$ cat src/rtl/range_add_count_below_assert.svh
// Assertion macros shared by the range add / count below block.
// Included by the RTL modules that carry concurrent checks; no other dependencies.
`ifndef RANGE_ADD_COUNT_BELOW_ASSERT_SVH
`define RANGE_ADD_COUNT_BELOW_ASSERT_SVH
`ifndef ASSERT_OFF
// Plain property check, disabled during reset
`define RACB_ASSERT(lbl, ck, rn, prop, msg) \
    lbl: assert property (@(posedge ck) disable iff (!rn) (prop)) else $error(msg);
// Same-cycle implication check, disabled during reset
`define RACB_ASSERT_IMP(lbl, ck, rn, ante, cons, msg) \
    lbl: assert property (@(posedge ck) disable iff (!rn) (ante) |-> (cons)) else $error(msg);
// Next-cycle implication check, disabled during reset
`define RACB_ASSERT_NXT(lbl, ck, rn, ante, cons, msg) \
    lbl: assert property (@(posedge ck) disable iff (!rn) (ante) |=> (cons)) else $error(msg);
`else
`define RACB_ASSERT(lbl, ck, rn, prop, msg)
`define RACB_ASSERT_IMP(lbl, ck, rn, ante, cons, msg)
`define RACB_ASSERT_NXT(lbl, ck, rn, ante, cons, msg)
`endif
`endif

$ cat src/rtl/racb_pkg.sv
// Package for the range add / count below block: operation codes, FSM states,
// field widths and the broadcast command struct. No dependencies.
`default_nettype none

package racb_pkg;

    localparam int POS_W  = 10;   // position field width
    localparam int LEN_W  = 11;   // length register width
    localparam int OPND_W = 32;   // operand width
    localparam int DATA_W = 64;   // stored element width

    localparam logic [LEN_W-1:0] LEN_RESET = 11'd1024;

    typedef enum logic [1:0] {
        FN_LOAD  = 2'd0,
        FN_ADD   = 2'd1,
        FN_COUNT = 2'd2,
        FN_NONE  = 2'd3
    } func_t;

    typedef enum logic [1:0] {
        ST_IDLE,
        ST_SETUP,
        ST_RUN
    } state_t;

    // Command held steady while the token walks the cell row
    typedef struct packed {
        func_t                     func;
        logic                      active;
        logic [POS_W-1:0]          lo;
        logic [POS_W-1:0]          hi;
        logic signed [DATA_W-1:0]  value;   // load value, addend or threshold
    } cmd_t;

endpackage

`default_nettype wire

$ cat src/rtl/racb_cell.sv
// One element cell of the row: holds a 64-bit value and passes the token
// and running count on to its neighbour. Depends on racb_pkg.
`default_nettype none

module racb_cell #(
    parameter int CELL_IDX = 0,
    parameter int CNT_W    = 11
) (
    input  wire                    clk,
    input  wire                    rst_n,
    input  wire racb_pkg::cmd_t    cmd,
    input  wire                    tok_in,
    input  wire [CNT_W-1:0]        cnt_in,
    output logic                   tok_out,
    output logic [CNT_W-1:0]       cnt_out
);
    import racb_pkg::*;

    localparam logic             IN_POS = (CELL_IDX < (2 ** POS_W));
    localparam logic [POS_W-1:0] POS    = POS_W'(CELL_IDX);

    logic signed [DATA_W-1:0] data_reg;
    logic                     tok_reg;
    logic [CNT_W-1:0]         cnt_reg;
    logic [CNT_W-1:0]         cnt_next;
    logic                     hit;
    logic                     below;

    // This cell is addressed by the passing command
    assign hit   = tok_in && cmd.active && IN_POS && (POS >= cmd.lo) && (POS <= cmd.hi);
    assign below = (data_reg < cmd.value);

    always_comb
    begin
        cnt_next = cnt_in;
        if (hit && (cmd.func == FN_COUNT) && below)
        begin
            cnt_next = cnt_in + CNT_W'(1);
        end
    end

    // Element storage: written when the token passes with a load or add
    always_ff @(posedge clk)
    begin
        if (hit)
        begin
            case (cmd.func)
                FN_LOAD: data_reg <= cmd.value;
                FN_ADD:  data_reg <= data_reg + cmd.value;
                default: data_reg <= data_reg;
            endcase
        end
    end

    // Token and running count to the next cell
    always_ff @(posedge clk or negedge rst_n)
    begin
        if (!rst_n)
        begin
            tok_reg <= 1'b0;
            cnt_reg <= '0;
        end
        else
        begin
            tok_reg <= tok_in;
            cnt_reg <= cnt_next;
        end
    end

    assign tok_out = tok_reg;
    assign cnt_out = cnt_reg;

endmodule

`default_nettype wire

$ cat config.mk
export PLATFORM = sky130hd
export DESIGN_NAME = racb_cell
export DESIGN_NICKNAME = d
export VERILOG_FILES = /design/src/rtl/range_add_count_below_assert.svh /design/src/rtl/racb_pkg.sv /design/src/rtl/racb_cell.sv
export SDC_FILE = /design/constraint.sdc
export NUM_CORES = 1
export LEC_CHECK = 0
export BUFFER_PORTS_ARGS = -buffer_cell sky130_fd_sc_hd__buf_2
export CORE_ASPECT_RATIO = 0.5
export CORE_MARGIN = 5
export CORE_UTILIZATION = 55
export DETAILED_ROUTE_END_ITERATION = 7
export PLACE_DENSITY_LB_ADDON = 0.05
export SYNTH_ARGS = -nofsm -noshare
export SYNTH_HDL_FRONTEND = slang
export SYNTH_SLANG_ARGS = --single-unit
$ cat constraint.sdc
create_clock -name clk -period 3.8 [get_ports clk]
set_input_delay 0.19 -clock clk [delete_from_list [all_inputs] [get_ports clk]]
set_output_delay 0.19 -clock clk [all_outputs]
set_load 0.005 [all_outputs]
==> results of run 1 <==
==> power by group through the flow <==
stage	registers [uW]	clock network (uW)	logic, uW
finish	920	911	598
global route	921	970	671
CTS	920	927	594
detailed placement	938	0	586
global placement	938	0	575
floorplan	940	0	400
==> final timing paths <==
| path | to | cells after the start | slack (ns) |
|---|---|---|---|
| max | data_reg[60]$_DFFE_PP_ | 13 | 0.12 |
| min | cnt_out[10]$_DFF_PN0_ | 2 | 0.03 |
| max reg2reg | data_reg[60]$_DFFE_PP_ | 13 | 0.12 |
| min reg2reg | cnt_out[1]$_DFF_PN0_ | 2 | 0.80 |
| max in group asynchronous | cnt_out[3]$_DFF_PN0_ | 2 | 3.36 |
| min in group asynchronous | cnt_out[10]$_DFF_PN0_ | 2 | 0.24 |
==> metrics by stage <==
step	util [%]	setup WS, ns
final	63.1	0.123
after global routing	63.1	0.00340
after CTS	63.1	0.179
after detailed placement	60.9	0.203
after global placement	60.9	0.237
after floorplan	-	0.0600
==> layer usage <==
layer | wire length (um) | vias to the layer above | global-route usage (%)
met4 | 368 | 0 | 5.60
met2 | 10100 | 264 | 40.6
li1 | - | 4061 | -
met1 | 11000 | 3783 | 33.0
met5 | 0 | - | 0
met3 | 1490 | 37 | 4.42
==> cells in the final DEF, fill, tap and decap left out, types with 16 or more instances in the layout <==
cell type / netlist / layout
inv_1: 130 / 130
ha_1: 128 / 128
a21oi_1: 103 / 103
buf_2: 1 / 102
nand2_1: 94 / 94
o21ai_0: 94 / 94
nor2_1: 84 / 83
edfxtp_1: 64 / 64
xnor2_1: 55 / 55
o21bai_1: 30 / 30
nor4_1: 24 / 24
o31ai_1: 19 / 19
nor2b_1: 16 / 16
nor3_1: 16 / 16
nand3_1: 16 / 16
==> timing repair <==
item                       in CTS  in global routing
hold buffers                    2                  0
resized for setup               0                  2
hold endpoints to repair       13                  0
setup endpoints to repair       0                  5
==> kinds of logic after synthesis <==
kind of cell / after synthesis / synth area share [%]
XOR/XNOR: 63 / 6.29
multiplexers: 5 / 0.585
adder cells (fa/ha/maj): 129 / 18.5
flip-flops: 76 / 25.3
buffers and inverters: 172 / 7.73
AO/OA/AOI/OAI: 333 / 23.6
AND/OR/NAND/NOR: 320 / 18.0
==> layout make-up <==
| type | count | area [um^2] |
|---|---|---|
| well taps | 204 | 255 |
| repair buffers | 118 | 636 |
| inverters | 130 | 488 |
| clock inverters | 3 | 15.0 |
| multi-input cells | 850 | 5900 |
| clock buffers | 13 | 293 |
| fillers | 1418 | 5730 |
| flip-flops and latches | 76 | 2220 |
==> worst max-delay path, stage by stage, from the launching register on <==
cell	delay [ns]
edfxtp_1	0.39
ha_1	0.21
inv_1	0.07
fa_1	0.21
o21bai_1	0.10
a31oi_1	0.36
a211oi_1	0.18
o21ai_0	0.30
a211oi_1	0.14
o311a_1	0.37
o21ai_1	0.38
a21boi_2	0.16
a211o_1	0.31
a32o_1	0.25
==> results.yml, run 1 <==
run_status:
  status: "completed"
detailed_routing:
  routedWlPerCell_um: 16.4
  drc: 0
  routed_wl_um: 22900
  antenna_left: 0
  first_pass_iters: 5
  num_vias: 8145
  vias_per_cell: 5.84
  drtIter0Drc: 513
synth:
  ys_seq_area_share_pct: 25.3
  synth_top_area_share_pct: 21.9
  synth_most_common_cell: "inv_1"
  synth.area.top_cells: "edfxtp_1 22%, ha_1 18%, a21oi_1 5.9%, inv_1 5.6%, xnor2_1 5.5%"
  ys_types: 75
  synth_area_per_cell_um2: 7.99
  netlist_instances: 1098
  synth_area_mm2: 0.00877
  yosysWarningCount: 0
  synth_flop_cell: "edfxtp_1"
  synth_nets: 1328
  synth-edff-count: 64
  ys_top_cells_by_count: "130 x inv_1, 128 x ha_1, 103 x a21oi_1"
  yosysTopAreaCell: "edfxtp_1"
  async_flop_share_pct: 15.8
  ys_ff_latch: 76
flow_run:
  cap_violations: 0
clock_tree:
  cts_tree: "yes"
  htree_levels: 3
  path_clk_slew_ns: 0.06
  post-cts-setup-buffer-count: 0
  clock_sinks: 76
  cts_buffers: 9
  cts_root_buf: "clkbuf_16"
  insertion_delay_ns: 0.35
  cts_max_path_buffers: 2
sta:
  tightest_slew_ns: 0.762
  setup_viol: 0
  timing.hold.ws_ns: 0.0250
  hold_violations: 0
  finalCritPeriodShare_pct: 96.8
  slew_viol_final: 0
  slew_headroom_pct: 49.1
  finalCriticalPeriod_ns: 3.68
  rsz0062_at_grt: "false"
  fin_tns_setup_ns: 0
  fin_worst_skew_ns: 0.0110
  max_freq_ghz: 0.272
critical_path:
  setup.worst_path.end_class: "register"
  cp_data_arrival_time_ns: 3.78
  critPathKind: "reg2reg"
  r2r_start: "data_reg[0]$_DFFE_PP_"
  crit_required_ns: 3.90
  crit_start: "data_reg[0]$_DFFE_PP_"
  startpoint_type: "register"
  crit_fanout: 5
place:
  gp_congestion: 0.959
  io_buffers: 102
  dpl_cell_area_mm2: 0.00947
  dp_hpwl_um: 17800
  place_inst: 1376
floorplanning:
  num_rows: 32
  core_mm2: 0.0155
  die_h_um: 99.3
  io_pins: 113
  fp.dieArea_mm2: 0.0187
  start_util_pct: 56.5
  die_x_um: 189
pwr:
  p_per_area_mw_per_mm2: 248
  switchingPower_uw: 731
  combPwrFrac_pct: 24.6
  finalPower_uw: 2430
  p_sw_share_pct: 30.1
  power_leakage_uw: 0.00438
  power.internal_uw: 1700
  p_clk_share_pct: 37.5
  ir_worst_vdd_uv: 196
  seq_power_share_pct: 37.9
cells_and_area:
  diodes: 0
  nets: 1415
  areaGrowthSynthToFinish_pct: 11.8
  drive_gt1_share_pct: 13.1
  largest_reg_flops: 64
  final_area_mm2: 0.00981
  fin_cells: 1394
global_routing:
  grt_pass1_vias: 7972
  grt_usage_pct: 24.3
  gr-total-overflow: 0
  grt_max_degree: 63
  antenna_found_initial: 0
  grt_first_pass_wirelength_um: 38100
hold_path:
  hold_class: "in2reg"
  min_from: "cnt_in[10]"
(Power assumes the default switching activity.)
==> inputs of run 2 (changes only) <==
--- a/config.mk
+++ b/config.mk
@@ -6,9 +6,11 @@
 export NUM_CORES = 1
 export LEC_CHECK = 0
 export BUFFER_PORTS_ARGS = -buffer_cell sky130_fd_sc_hd__buf_2
-export CORE_ASPECT_RATIO = 0.5
+export CELL_PAD_IN_SITES_DETAIL_PLACEMENT = 1
+export CELL_PAD_IN_SITES_GLOBAL_PLACEMENT = 1
+export CORE_ASPECT_RATIO = 1.25
 export CORE_MARGIN = 5
-export CORE_UTILIZATION = 55
+export CORE_UTILIZATION = 45
 export DETAILED_ROUTE_END_ITERATION = 7
 export PLACE_DENSITY_LB_ADDON = 0.05
 export SYNTH_ARGS = -nofsm -noshare
==> run 2 against run 1 <==
Clock power is 6.7% higher. First-iteration DRC count fell by 30%. Routed wire length grew 13%. Via count hardly changed. Design area rose by 2.0%. Critical path type unchanged. Clock skew decreased by 0.0042 ns. Combinational power is 3% higher. Critical path depth is the same.
==> results.yml, run 2 (same netlist as run 1, synthesis figures left out) <==
pwr:
  p_sw_share_pct: 30.9
  ir_worst_vdd_uv: 202
  combPwrFrac_pct: 24.6
  switchingPower_uw: 775
  p_clk_share_pct: 38.7
  seq_power_share_pct: 36.7
  power.internal_uw: 1740
  p_per_area_mw_per_mm2: 251
  power_leakage_uw: 0.00444
sta:
  slew_headroom_pct: 33.8
  fin_worst_skew_ns: 0.00682
  setup_viol: 0
  finalCritPeriodShare_pct: 94.4
  final.setup.worst_slack_ns: 0.214
  fin_tns_setup_ns: 0
  finalCriticalPeriod_ns: 3.59
  max_freq_ghz: 0.279
  timing.hold.ws_ns: 0.0209
  rsz0062_at_grt: "false"
  tightest_slew_ns: 0.993
  hold_violations: 0
  slew_viol_final: 0
hold_path:
  hold_class: "in2reg"
  min_from: "cnt_in[5]"
cells_and_area:
  areaGrowthSynthToFinish_pct: 14.0
  largest_reg_flops: 64
  drive_gt1_share_pct: 14.0
  multi_input_area_mm2: 0.00592
  nets: 1425
  regArea_mm2: 0.00222
  final_cell_mix: "130 x inv_1, 128 x ha_1, 103 x a21oi_1, 102 x buf_2, 94 x nand2_1"
  layout_commonest_cell: "inv_1"
  num-fill-cells: 2439
  final_area_mm2: 0.0100
critical_path:
  r2r_start: "data_reg[3]$_DFFE_PP_"
  max_stage_delay_ns: 0.44
  cp_cell_sequence: "ha_1 -> nor2_1 -> o211ai_1 -> a311oi_1 -> buf_4 -> a31oi_1 -> o21ai_2 -> a31oi_2 -> o21a_1 -> nor4b_1 -> buf_4 -> or3_1 -> a31oi_1"
  cp_data_arrival_time_ns: 3.68
  critPathBufInv: 2
  critPathKind: "reg2reg"
  crit_start: "data_reg[3]$_DFFE_PP_"
  setup.worst_path.end_class: "register"
  startpoint_type: "register"
  crit_slowest_cell: "a311oi_1"
  crit_fanout: 3
  critical-path-top-delay-family: "compound AO/OA/AOI/OAI gates"
  crit_required_ns: 3.89
detailed_routing:
  num_vias: 8139
  drtIter0Drc: 358
  antenna_left: 0
  vias_per_cell: 5.55
  drc: 0
  routed_wl_um: 25800
  routedWlPerCell_um: 17.6
  first_pass_iters: 5
floorplanning:
  die_h_um: 166
  fp.dieArea_mm2: 0.0224
  core_mm2: 0.0193
  start_util_pct: 45.4
  io_pins: 113
  num_rows: 57
  die_x_um: 135
place:
  gp_congestion: 0.908
  dpl_cell_area_mm2: 0.00962
  dp_hpwl_um: 20400
  place_worst_setup_slack_ns: 0.178
  io_buffers: 102
clock_tree:
  cts_max_path_buffers: 2
  cts_root_buf: "clkbuf_16"
  clock_sinks: 76
  insertion_delay_ns: 0.35
  cts_tree: "yes"
  cts_buffers: 9
  htree_levels: 3
  path_clk_slew_ns: 0.07
global_routing:
  grt_pass1_vias: 8739
  grt_first_pass_wirelength_um: 42500
  gr-total-overflow: 0
  grt_max_degree: 65
  grt_usage_pct: 23.0
  antenna_found_initial: 0
flow_run:
  cap_violations: 0
run_status:
  status: "completed"
## run 2: area by class of cell
| type | count | area share [%] |
|---|---|---|
| clock inverters | 4 | 0.313 |
| clock buffers | 12 | 3.00 |
| diodes | 1 | 0.0250 |
| flip-flops and latches | 76 | 22.2 |
| inverters | 130 | 4.88 |
| repair buffers | 128 | 7.11 |
| well taps | 265 | 3.31 |
| multi-input cells | 850 | 59.1 |
## run 2: repair_timing
item / 4_1_cts / 5_1_grt
resized for setup: 0 / 5
hold endpoints to repair: 13 / 0
buffers inserted: 0 / 0
endpoints found under the setup margin: 0 / 8
hold buffers: 2 / 0
## run 2: power groups by stage
stage | logic, uW | registers, uW | clock network [uW]
2_1_floorplan | 400 | 940 | 0
3_3_place_gp | 599 | 938 | 0
3_5_place_dp | 613 | 938 | 0
4_1_cts | 621 | 920 | 1000
5_1_grt | 692 | 920 | 1040
6_report | 618 | 920 | 972
## run 2: metal layers
layer,up-vias,routed length (um),track usage [%]
met3,29,770,3.36
met2,125,13800,43.6
met4,0,408,5.67
met1,3898,10900,26.8
met5,-,0,0
li1,4087,-,-
## run 2: path summary, 6_finish.rpt
path	cells after the start	slack, ns	endpoint
setup / recovery	13	0.21	data_reg[59]$_DFFE_PP_
hold / removal	2	0.02	cnt_out[5]$_DFF_PN0_
setup reg to reg	13	0.21	data_reg[59]$_DFFE_PP_
hold reg to reg	3	0.82	data_reg[0]$_DFFE_PP_
max in group asynchronous	2	3.34	cnt_out[1]$_DFF_PN0_
min in group asynchronous	2	0.25	cnt_out[6]$_DFF_PN0_
## run 2: worst register-to-register path: stages, from the launching register on
cell      delay (ns)
edfxtp_1        0.42
ha_1            0.34
nor2_1          0.21
o211ai_1        0.17
a311oi_1        0.44
buf_4           0.19
a31oi_1         0.16
o21ai_2         0.25
a31oi_2         0.17
o21a_1          0.27
nor4b_1         0.35
buf_4           0.19
or3_1           0.10
a31oi_1         0.08
## run 2: through the flow
| stage | utilization, % | std cells | power (uW) |
|---|---|---|---|
| CTS | 51.6 | 1465 | 2550 |
| global placement | 49.8 | 1447 | 1540 |
| global route | 51.7 | 1465 | 2650 |
| finish | 51.8 | 1466 | 2510 |
| floorplan | - | 1098 | 1340 |
| detailed placement | 49.8 | 1447 | 1550 |
==> inputs of run 3 (changes only) <==
--- a/config.mk
+++ b/config.mk
@@ -12,7 +12,8 @@
 export CORE_MARGIN = 5
 export CORE_UTILIZATION = 45
 export DETAILED_ROUTE_END_ITERATION = 7
-export PLACE_DENSITY_LB_ADDON = 0.05
+export PLACE_DENSITY = 0.82
 export SYNTH_ARGS = -nofsm -noshare
 export SYNTH_HDL_FRONTEND = slang
 export SYNTH_SLANG_ARGS = --single-unit
+export TNS_END_PERCENT = 100
==> run 3 against run 2 <==
Total power fell by 3.4%. Clock skew up 0.0022 ns. Sequential power about the same. Die area did not move. Global-route usage barely moved. Largest power group is now sequential cells.
==> results.yml, run 3 (same netlist as run 1, synthesis figures left out) <==
run_status:
  status: "completed"
critical_path:
  crit_slowest_cell: "edfxtp_1"
  cp_data_arrival_time_ns: 3.77
  crit_required_ns: 3.91
  crit_top_cell: "a211oi_1"
  max_stage_delay_ns: 0.39
  critical-path-top-delay-family: "compound AO/OA/AOI/OAI gates"
  setup.worst_path.end_class: "register"
  critPathKind: "reg2reg"
  cp_cell_sequence: "ha_1 -> inv_1 -> fa_1 -> o21bai_1 -> a31oi_1 -> a211oi_1 -> o21ai_0 -> a211oi_1 -> o311a_1 -> o21ai_1 -> a21boi_2 -> a211o_1 -> a32o_1"
  startpoint_type: "register"
  critPathBufInv: 1
  crit_fanout: 5
cells_and_area:
  final_cell_mix: "130 x inv_1, 128 x ha_1, 103 x a21oi_1, 102 x buf_2"
  areaGrowthSynthToFinish_pct: 13.1
  largest_reg_flops: 64
  final_area_mm2: 0.00992
  diodes: 0
  nets: 1420
  fin_cells: 1460
  drive_gt1_share_pct: 13.6
  layout_commonest_cell: "inv_1"
  num-fill-cells: 2417
detailed_routing:
  drtIter0Drc: 334
  antenna_left: 0
  first_pass_iters: 5
  routed_wl_um: 26000
  drc: 0
  num_vias: 8327
  routedWlPerCell_um: 17.8
  vias_per_cell: 5.70
clock_tree:
  htree_levels: 3
  cts_tree: "yes"
  cts_root_buf: "clkbuf_16"
  insertion_delay_ns: 0.35
  clock_sinks: 76
  path_clk_slew_ns: 0.07
  cts_buffers: 9
  post-cts-setup-buffer-count: 0
  cts_max_path_buffers: 2
pwr:
  combPwrFrac_pct: 25.6
  p_per_area_mw_per_mm2: 245
  power.internal_uw: 1660
  power_leakage_uw: 0.00440
  switchingPower_uw: 767
  seq_power_share_pct: 37.9
  finalPower_uw: 2430
  p_sw_share_pct: 31.6
  p_clk_share_pct: 36.5
  ir_worst_vdd_uv: 169
sta:
  hold_violations: 0
  finalCritPeriodShare_pct: 96.3
  fin_worst_skew_ns: 0.00904
  setup_viol: 0
  slew_headroom_pct: 43.9
  tightest_slew_ns: 0.842
  max_freq_ghz: 0.273
  rsz0062_at_grt: "true"
  slew_viol_final: 0
  finalCriticalPeriod_ns: 3.66
floorplanning:
  io_pins: 113
  num_rows: 57
  die_h_um: 166
  die_x_um: 135
  fp.dieArea_mm2: 0.0224
  core_mm2: 0.0193
  start_util_pct: 45.4
place:
  dp_hpwl_um: 20700
  io_buffers: 102
  dpl_cell_area_mm2: 0.00959
  gp_congestion: 0.901
  place_inst: 1442
global_routing:
  grt_pass1_vias: 8908
  antenna_found_initial: 2
  grt_usage_pct: 23.0
  grt_max_degree: 85
  grt_first_pass_wirelength_um: 42700
  gr-total-overflow: 0
flow_run:
  cap_violations: 0
hold_path:
  hold_class: "in2reg"
## run 3: cell types whose count changed in the layout (fill, tap and decap cells not counted), sizes merged
cell	change
inv	-1
clkinv	+1
diode	-1
buf	-5
## run 3: cell type report
type	count	area [um^2]	share of cell area [%]
Inverter	130	488	4.92
Timing Repair Buffer	123	686	6.91
Multi-Input combinational cell	850	5900	59.5
Clock inverter	4	21.3	0.214
Clock buffer	12	267	2.69
Tap cell	265	332	3.34
Sequential cell	76	2220	22.4
## run 3: repair_timing
action | in CTS | in global routing
setup endpoints to repair | 0 | 12
resized for setup | 0 | 3
endpoints found under the hold margin | 13 | 0
hold buffers | 2 | 0
## run 3: final timing paths
check | start | to | slack (ns) | cells past startpoint
max in group asynchronous | rst_n | cnt_out[1]$_DFF_PN0_ | 3.33 | 2
min in group asynchronous | rst_n | cnt_out[8]$_DFF_PN0_ | 0.24 | 2
worst min register to register | data_reg[0]$_DFFE_PP_ | data_reg[0]$_DFFE_PP_ | 0.83 | 3
worst max-delay path | data_reg[0]$_DFFE_PP_ | data_reg[60]$_DFFE_PP_ | 0.14 | 13
worst max register to register | data_reg[0]$_DFFE_PP_ | data_reg[60]$_DFFE_PP_ | 0.14 | 13
worst min-delay path | cnt_in[7] | cnt_out[7]$_DFF_PN0_ | 0.03 | 2
## run 3: worst reg2reg max path, delay by kind of cell (launching register included)
kind                     cells  cell delay (ns)
AO/OA/AOI/OAI               10             2.56
adder cells (fa/ha/maj)      2             0.42
buffers and inverters        1             0.07
flip-flops                   1             0.39
## run 3: per-stage QoR
| stage | utilization, % | hold WS [ns] | setup WS [ns] | setup TNS, ns |
|---|---|---|---|---|
| CTS | 51.2 | 0.0210 | 0.00268 | 0 |
| floorplan | - | -0.106 | 0.0600 | 0 |
| finish | 51.3 | 0.0310 | 0.140 | 0 |
| global route | 51.3 | 0.0363 | -0.0507 | -0.0507 |
| detailed placement | 49.6 | 0.0866 | 0.0389 | 0 |
| global placement | 49.6 | 0.0829 | 0.175 | 0 |
## run 3: power by group through the flow
stage                     clock network (uW)  logic (uW)  registers (uW)
final                                    885         620             920
after global routing                     934         690             921
after CTS                                902         620             921
after detailed placement                   0         612             938
after global placement                     0         589             939
after floorplan                            0         400             940
## run 3: routing by layer
metal / wire length [um] / up-vias / GRT usage [%]
met3: 950 / 50 / 3.27
met2: 13500 / 151 / 43.0
met1: 10900 / 4048 / 26.1
li1: - / 4074 / -
met4: 744 / 4 / 8.55
met5: 19 / - / 0
